[src/rtl/color_contrast_ratio_assert.svh]
// ----------------------------------------------------------------------------
// Assertion macros for the color contrast ratio block
// Implication checks on the block clock, held off while reset is asserted.
// ----------------------------------------------------------------------------
`ifndef COLOR_CONTRAST_RATIO_ASSERT_SVH
`define COLOR_CONTRAST_RATIO_ASSERT_SVH

// Same-cycle implication: when ante holds, cons holds at the same edge.
`define CCR_ASSERT_IMPL(label, clk, rst_n, ante, cons, msg) \
  label: assert property (@(posedge clk) disable iff (!rst_n) (ante) |-> (cons)) \
    else $error(msg);

// Next-cycle implication: when ante holds, cons holds at the following edge.
`define CCR_ASSERT_NEXT(label, clk, rst_n, ante, cons, msg) \
  label: assert property (@(posedge clk) disable iff (!rst_n) (ante) |=> (cons)) \
    else $error(msg);

`endif

[src/rtl/ccr_pkg.sv]
// ----------------------------------------------------------------------------
// ccr_pkg
// Widths, fixed-point constants, beat types and elaboration-time helpers for
// the color contrast ratio pipeline.
// ----------------------------------------------------------------------------
package ccr_pkg;

  // Field widths
  localparam int unsigned CHANNEL_BITS        = 8;
  localparam int unsigned LUMA_FRACTION_BITS  = 16;
  localparam int unsigned RATIO_FRACTION_BITS = 8;
  localparam int unsigned RATIO_INT_BITS      = 5;
  localparam int unsigned RATIO_W             = RATIO_FRACTION_BITS + RATIO_INT_BITS;
  localparam int unsigned LUMA_PAIR_W         = 2 * LUMA_FRACTION_BITS;

  // Working format: unsigned Q0.30, value range [0, 1.0] needs 31 bits
  localparam int unsigned WORK_BITS = 30;
  localparam int unsigned LIN_W     = WORK_BITS + 1;

  // Weighted sum 2126 R + 7152 G + 722 B, at most 10000 * 2^30
  localparam int unsigned SUM_W = 44;
  localparam logic [SUM_W-1:0] W_RED   = SUM_W'(2126);
  localparam logic [SUM_W-1:0] W_GREEN = SUM_W'(7152);
  localparam logic [SUM_W-1:0] W_BLUE  = SUM_W'(722);

  // Divide by 10000 as a shift by 4 then a divide by 625 through a reciprocal
  localparam int unsigned DIV_SHIFT = 4;
  localparam int unsigned A_W       = SUM_W - DIV_SHIFT;
  localparam int unsigned A_HALF    = A_W / 2;
  localparam int unsigned K_W       = 31;
  localparam logic [K_W-1:0] RECIP_K = K_W'(1759218604);  // floor(2^40 / 625)
  localparam int unsigned P_W       = A_HALF + K_W;
  localparam int unsigned EST_W     = P_W + A_HALF;
  localparam logic [A_W-1:0] DIV_ODD = A_W'(625);

  // Ratio numerator and denominator: 20 Y + 1.0, at most 21 * 2^30
  localparam int unsigned NUM_W = 35;
  localparam logic [NUM_W-1:0] RATIO_SCALE = NUM_W'(20);
  localparam logic [NUM_W-1:0] WORK_ONE    = NUM_W'(1) << WORK_BITS;

  // Pipeline shape
  localparam int unsigned LUMA_STAGES = 6;
  localparam int unsigned MID_STAGES  = 2;
  localparam int unsigned DIV_STAGES  = RATIO_W;

  typedef struct packed {
    logic [CHANNEL_BITS-1:0] first_red;
    logic [CHANNEL_BITS-1:0] first_green;
    logic [CHANNEL_BITS-1:0] first_blue;
    logic [CHANNEL_BITS-1:0] second_red;
    logic [CHANNEL_BITS-1:0] second_green;
    logic [CHANNEL_BITS-1:0] second_blue;
  } ccr_in_t;

  typedef struct packed {
    logic [LUMA_FRACTION_BITS-1:0] first_luminance;
    logic [LUMA_FRACTION_BITS-1:0] second_luminance;
    logic [RATIO_W-1:0]            contrast_value;
  } ccr_out_t;

  // Elaboration-time helpers for the linearization table

  function automatic longint unsigned fx_mul(longint unsigned a, longint unsigned b);
    return (a * b) >> WORK_BITS;
  endfunction

  function automatic longint unsigned fifth_pow(longint unsigned x);
    longint unsigned p;
    p = fx_mul(x, x);
    p = fx_mul(p, x);
    p = fx_mul(p, x);
    return fx_mul(p, x);
  endfunction

  // Find the largest r with r^5 <= sq (that is t^0.4), return sq * r
  function automatic longint unsigned root_mul(longint unsigned sq);
    longint unsigned lo;
    longint unsigned hi;
    longint unsigned mid;
    lo = 0;
    hi = 64'd1 << WORK_BITS;
    while (lo < hi) begin
      mid = lo + ((hi - lo + 1) >> 1);
      if (fifth_pow(mid) <= sq) begin
        lo = mid;
      end else begin
        hi = mid - 1;
      end
    end
    return fx_mul(sq, lo);
  endfunction

endpackage

[src/rtl/ccr_div.sv]
// ----------------------------------------------------------------------------
// ccr_div
// Pipelined restoring divider for the contrast ratio, one quotient bit per
// stage, with a side tag that travels alongside each quotient.
// ----------------------------------------------------------------------------
module ccr_div (
  input  logic                             clk,
  input  logic [ccr_pkg::DIV_STAGES-1:0]   en,
  input  logic [ccr_pkg::NUM_W-1:0]        num,
  input  logic [ccr_pkg::NUM_W-1:0]        den,
  input  logic [ccr_pkg::LUMA_PAIR_W-1:0]  tag_in,
  output logic [ccr_pkg::RATIO_W-1:0]      quo,
  output logic [ccr_pkg::LUMA_PAIR_W-1:0]  tag_out
);
  import ccr_pkg::*;

  logic [NUM_W-1:0]       rem_r  [DIV_STAGES];
  logic [NUM_W-1:0]       den_r  [DIV_STAGES];
  logic [RATIO_W-1:0]     bits_r [DIV_STAGES];
  logic [RATIO_W-1:0]     q_r    [DIV_STAGES];
  logic [LUMA_PAIR_W-1:0] tag_r  [DIV_STAGES];

  for (genvar j = 0; j < DIV_STAGES; j++) begin : g_step
    logic [NUM_W-1:0]       rem_src;
    logic [NUM_W-1:0]       den_src;
    logic [RATIO_W-1:0]     bits_src;
    logic [RATIO_W-1:0]     q_src;
    logic [LUMA_PAIR_W-1:0] tag_src;
    logic [NUM_W:0]         trial;
    logic                   fits;

    if (j == 0) begin : g_first
      // quotient fits RATIO_W bits, so the top of the dividend is below den
      assign rem_src  = num >> RATIO_INT_BITS;
      assign den_src  = den;
      assign bits_src = {num[RATIO_INT_BITS-1:0], {RATIO_FRACTION_BITS{1'b0}}};
      assign q_src    = '0;
      assign tag_src  = tag_in;
    end else begin : g_next
      assign rem_src  = rem_r[j-1];
      assign den_src  = den_r[j-1];
      assign bits_src = bits_r[j-1];
      assign q_src    = q_r[j-1];
      assign tag_src  = tag_r[j-1];
    end

    assign trial = {rem_src, bits_src[RATIO_W-1]};
    assign fits  = trial >= {1'b0, den_src};

    always_ff @(posedge clk) begin
      if (en[j]) begin
        rem_r[j]  <= fits ? NUM_W'(trial - {1'b0, den_src}) : trial[NUM_W-1:0];
        den_r[j]  <= den_src;
        bits_r[j] <= bits_src << 1;
        q_r[j]    <= {q_src[RATIO_W-2:0], fits};
        tag_r[j]  <= tag_src;
      end
    end
  end

  assign quo     = q_r[DIV_STAGES-1];
  assign tag_out = tag_r[DIV_STAGES-1];

endmodule

[config.mk]
export PLATFORM = sky130hd
export DESIGN_NAME = ccr_div
export DESIGN_NICKNAME = d
export VERILOG_FILES = /design/src/rtl/color_contrast_ratio_assert.svh /design/src/rtl/ccr_pkg.sv /design/src/rtl/ccr_div.sv
export SDC_FILE = /design/constraint.sdc
export NUM_CORES = 2
export LEC_CHECK = 0
export CAP_MARGIN = 20
export CORE_MARGIN = 5
export CORE_UTILIZATION = 35
export CTS_BUF_LIST = sky130_fd_sc_hd__clkbuf_8
export DETAILED_ROUTE_END_ITERATION = 10
export DONT_BUFFER_PORTS = 1
export HOLD_SLACK_MARGIN = 0.03
export PLACE_DENSITY = 0.54
export SLEW_MARGIN = 20
export SYNTH_ARGS = -nofsm -noshare
export SYNTH_HDL_FRONTEND = slang
export SYNTH_SLANG_ARGS = --single-unit
[constraint.sdc]
create_clock -name clk -period 4.57 [get_ports clk]
set_input_delay 0.914 -clock clk [delete_from_list [all_inputs] [get_ports clk]]
set_output_delay 0.914 -clock clk [all_outputs]
set_load 0.03 [all_outputs]
==> results.toml <==
[outcome]
outcome = "completed"

[synthesis]
synthMostInstantiatedCell = "edfxtp_1"
syn_nets = 6332
synth_edf_count = 1357
synth-seq-cells = 1357
yosysTopAreaCell = "edfxtp_1"
synthCells = 5754
synth_area_per_cell_sq_um = 11.9
ys.flop_type = "edfxtp_1"
synth_area_leaders = "edfxtp_1, ha_1, a21oi_1"
ys_types = 87
ys_seq_area_frac = 0.593
async_reset_ff_frac = 0
syn_area_sq_mm = 0.0687
ys_warn_count = 0
ys_top_cells_by_count = "edfxtp_1, inv_1, a21oi_1"
synth_top_area_share = 0.593

[timing]
maxSlewViolCount = 0
worst_pin_slew_ps = 1030
setup_ws_ps = 495
period_needed_ps = 4070
rsz0062_at_grt = "false"
finalSetupViolations = 0
hold_viol_final = 0
min_period_over_period = 0.892
fmax_mhz = 245
fin_skew_ps = 67.5
slew_headroom = 0.310
finalSetupTns_ps = 0

[grt]
grt_max_degree = 95
grt_use_total = 0.145
grt_antenna_before_repair = 2
grt_pass1_wl_microns = 237000
globalRouteOverflowTotal = 0
first_global_vias = 43900

[power_and_ir_drop]
comb_power_share = 0.397
p_sw_frac = 0.358
p_per_area_mw_per_mm2 = 615
switching_power_uw = 17000
cellLeakagePower_uw = 0.0307
p_clk_frac = 0.212
p_int_uw = 30500
ir_worst_vdd_mv = 0.250
seqPwrFrac = 0.391

[die]
die_w_microns = 453
io_pins = 161
dieArea_sq_mm = 0.205
core.rowCount = 162
die_y_microns = 453
core_sq_mm = 0.195
start_util = 0.352

[clock_tree]
clockBufferDepth = 3
insertion_delay_ps = 950
cts.sinks = 1357
cts_tree = "built"
cts_max_level = 4
cts_resized = 0
cts_setup_buffers = 0
numCtsBuffers = 219
root_buffer = "clkbuf_8"
clk_pin_slew_worst_paths_ps = 60

[final_layout]
area_delta_synth_final_pct = 12.6
fin_util = 0.396
nets = 6570
finalNonFillerCells = 8800
layout-drive-gt1-share = 0.0801
design_area_sq_mm = 0.0774
fillerInstances = 18500

[routing]
num_vias = 42800
ant_nets = 0
avgViaCountPerCell = 4.87
drc_errors = 0
dr.pass1.iters = 5
drtIter0Drc = 2344
routed_wl_microns = 150000
wl_per_cell_microns = 17.1

[setup_path]
critPathKind = "flip-flop to flip-flop"
regToRegSetupSlack_ps = 500
path_max_fanout = 27
crit_path_start_kind = "flip-flop"
crit_path_end_kind = "flip-flop"
cp.required_ps = 5230
critPathArrivalTime_ps = 4740

[place]
port_buffers = 0
placed_cell_area_sq_mm = 0.0720
gp_congestion = 0.918
preCtsSetupSlack_ps = 327
dp_hpwl_microns = 109000
dpl.cell_count = 8298

[hold_path]
holdCritPathClass = "input port to flip-flop"

[job]
maxCapViolCount = 0
[final cells by class]
type                    count  area [sq um]  area share
clock inverters           176          1150      0.0148
multi-input cells        3691         25300       0.327
inverters                 576          2160      0.0279
repair buffers            147          1650      0.0214
flip-flops and latches   1357         40700       0.527
clock buffers             223          3070      0.0397
well taps                2624          3280      0.0424
diodes                      6          15.0    0.000194
[cell families (layout without fill, tap and decap cells)]
kind of cell    after synthesis  count (layout)  synth area share
compound gates             1551            1551             0.138
xor+xnor                    359             359            0.0458
fa+ha+maj                   462             462            0.0854
buf+inv                     706            1122            0.0395
flops                      1357            1357             0.593
mux                          93              93            0.0152
other cells                   0               6                 0
simple gates               1226            1226            0.0832
[layout by cell type, fill, tap and decap left out, types with 41 or more instances in the layout]
master	instances
clkinv_1	60
edfxtp_1	1357
nor2_1	359
clkbuf_8	223
a21oi_1	562
a211oi_1	43
xor2_1	146
a31oi_1	49
ha_1	450
nand4_1	83
o21bai_1	66
o21a_1	49
o21ai_0	356
mux2_2	88
nand2_1	390
nor3_1	58
clkinv_2	41
nand2b_1	59
inv_1	622
nor2b_1	49
dlygate4sd3_1	81
xnor2_1	213
buf_4	43
a21o_1	213
nand3_1	88
[final timing paths]
kind,start,endpoint,depth (start not counted)
worst max-delay path,rem_r[1][105],rem_r[2][29],11
worst min-delay path,en[3],tag_r[0][126],0
worst max register to register,rem_r[1][105],rem_r[2][29],11
worst min register to register,tag_r[1][49],tag_r[1][81],0
[critical path, cell delays in order (launching register included)]
cell	delay, ps
edfxtp_1	450
fa_1	510
a211oi_1	330
o21ai_1	180
a21oi_1	290
o31ai_1	140
and2b_1	220
a21oi_1	290
o21ai_1	210
a21oi_4	650
inv_1	190
mux2_2	320
[power groups by stage]
stage	Clock, uW	Sequential, uW	Combinational [uW]
finish	10100	18600	18900
global route	11100	18900	21200
CTS	10500	18600	18900
detailed placement	0	18900	18500
global placement	0	18900	18400
floorplan	0	18200	14400
[registers in the layout (all words and copies together), names as in the netlist]
signal	flops
bits_r	10
den_r	420
q_r	91
rem_r	420
tag_r	416
[layer usage]
metal  global-route usage  up-vias  share of wire
met4               0.0727        0          0.049
met2                0.245      810           0.47
met1                0.179    20000           0.44
met5                    0        -              0
li1                     -    21700              -
met3               0.0256      338          0.037
[metrics by stage]
stage | hold slack [ps] | power [uW]
floorplan | 400 | 32600
global placement | 401 | 37300
detailed placement | 405 | 37400
CTS | 30.1 | 48000
global route | 56.4 | 51100
finish | 176 | 47600
[timing repair]
item | in CTS | in global routing
setup endpoints to repair | 0 | 0
hold buffers | 97 | 0
endpoints found under the hold margin | 704 | 0
(Power assumes the default switching activity.)
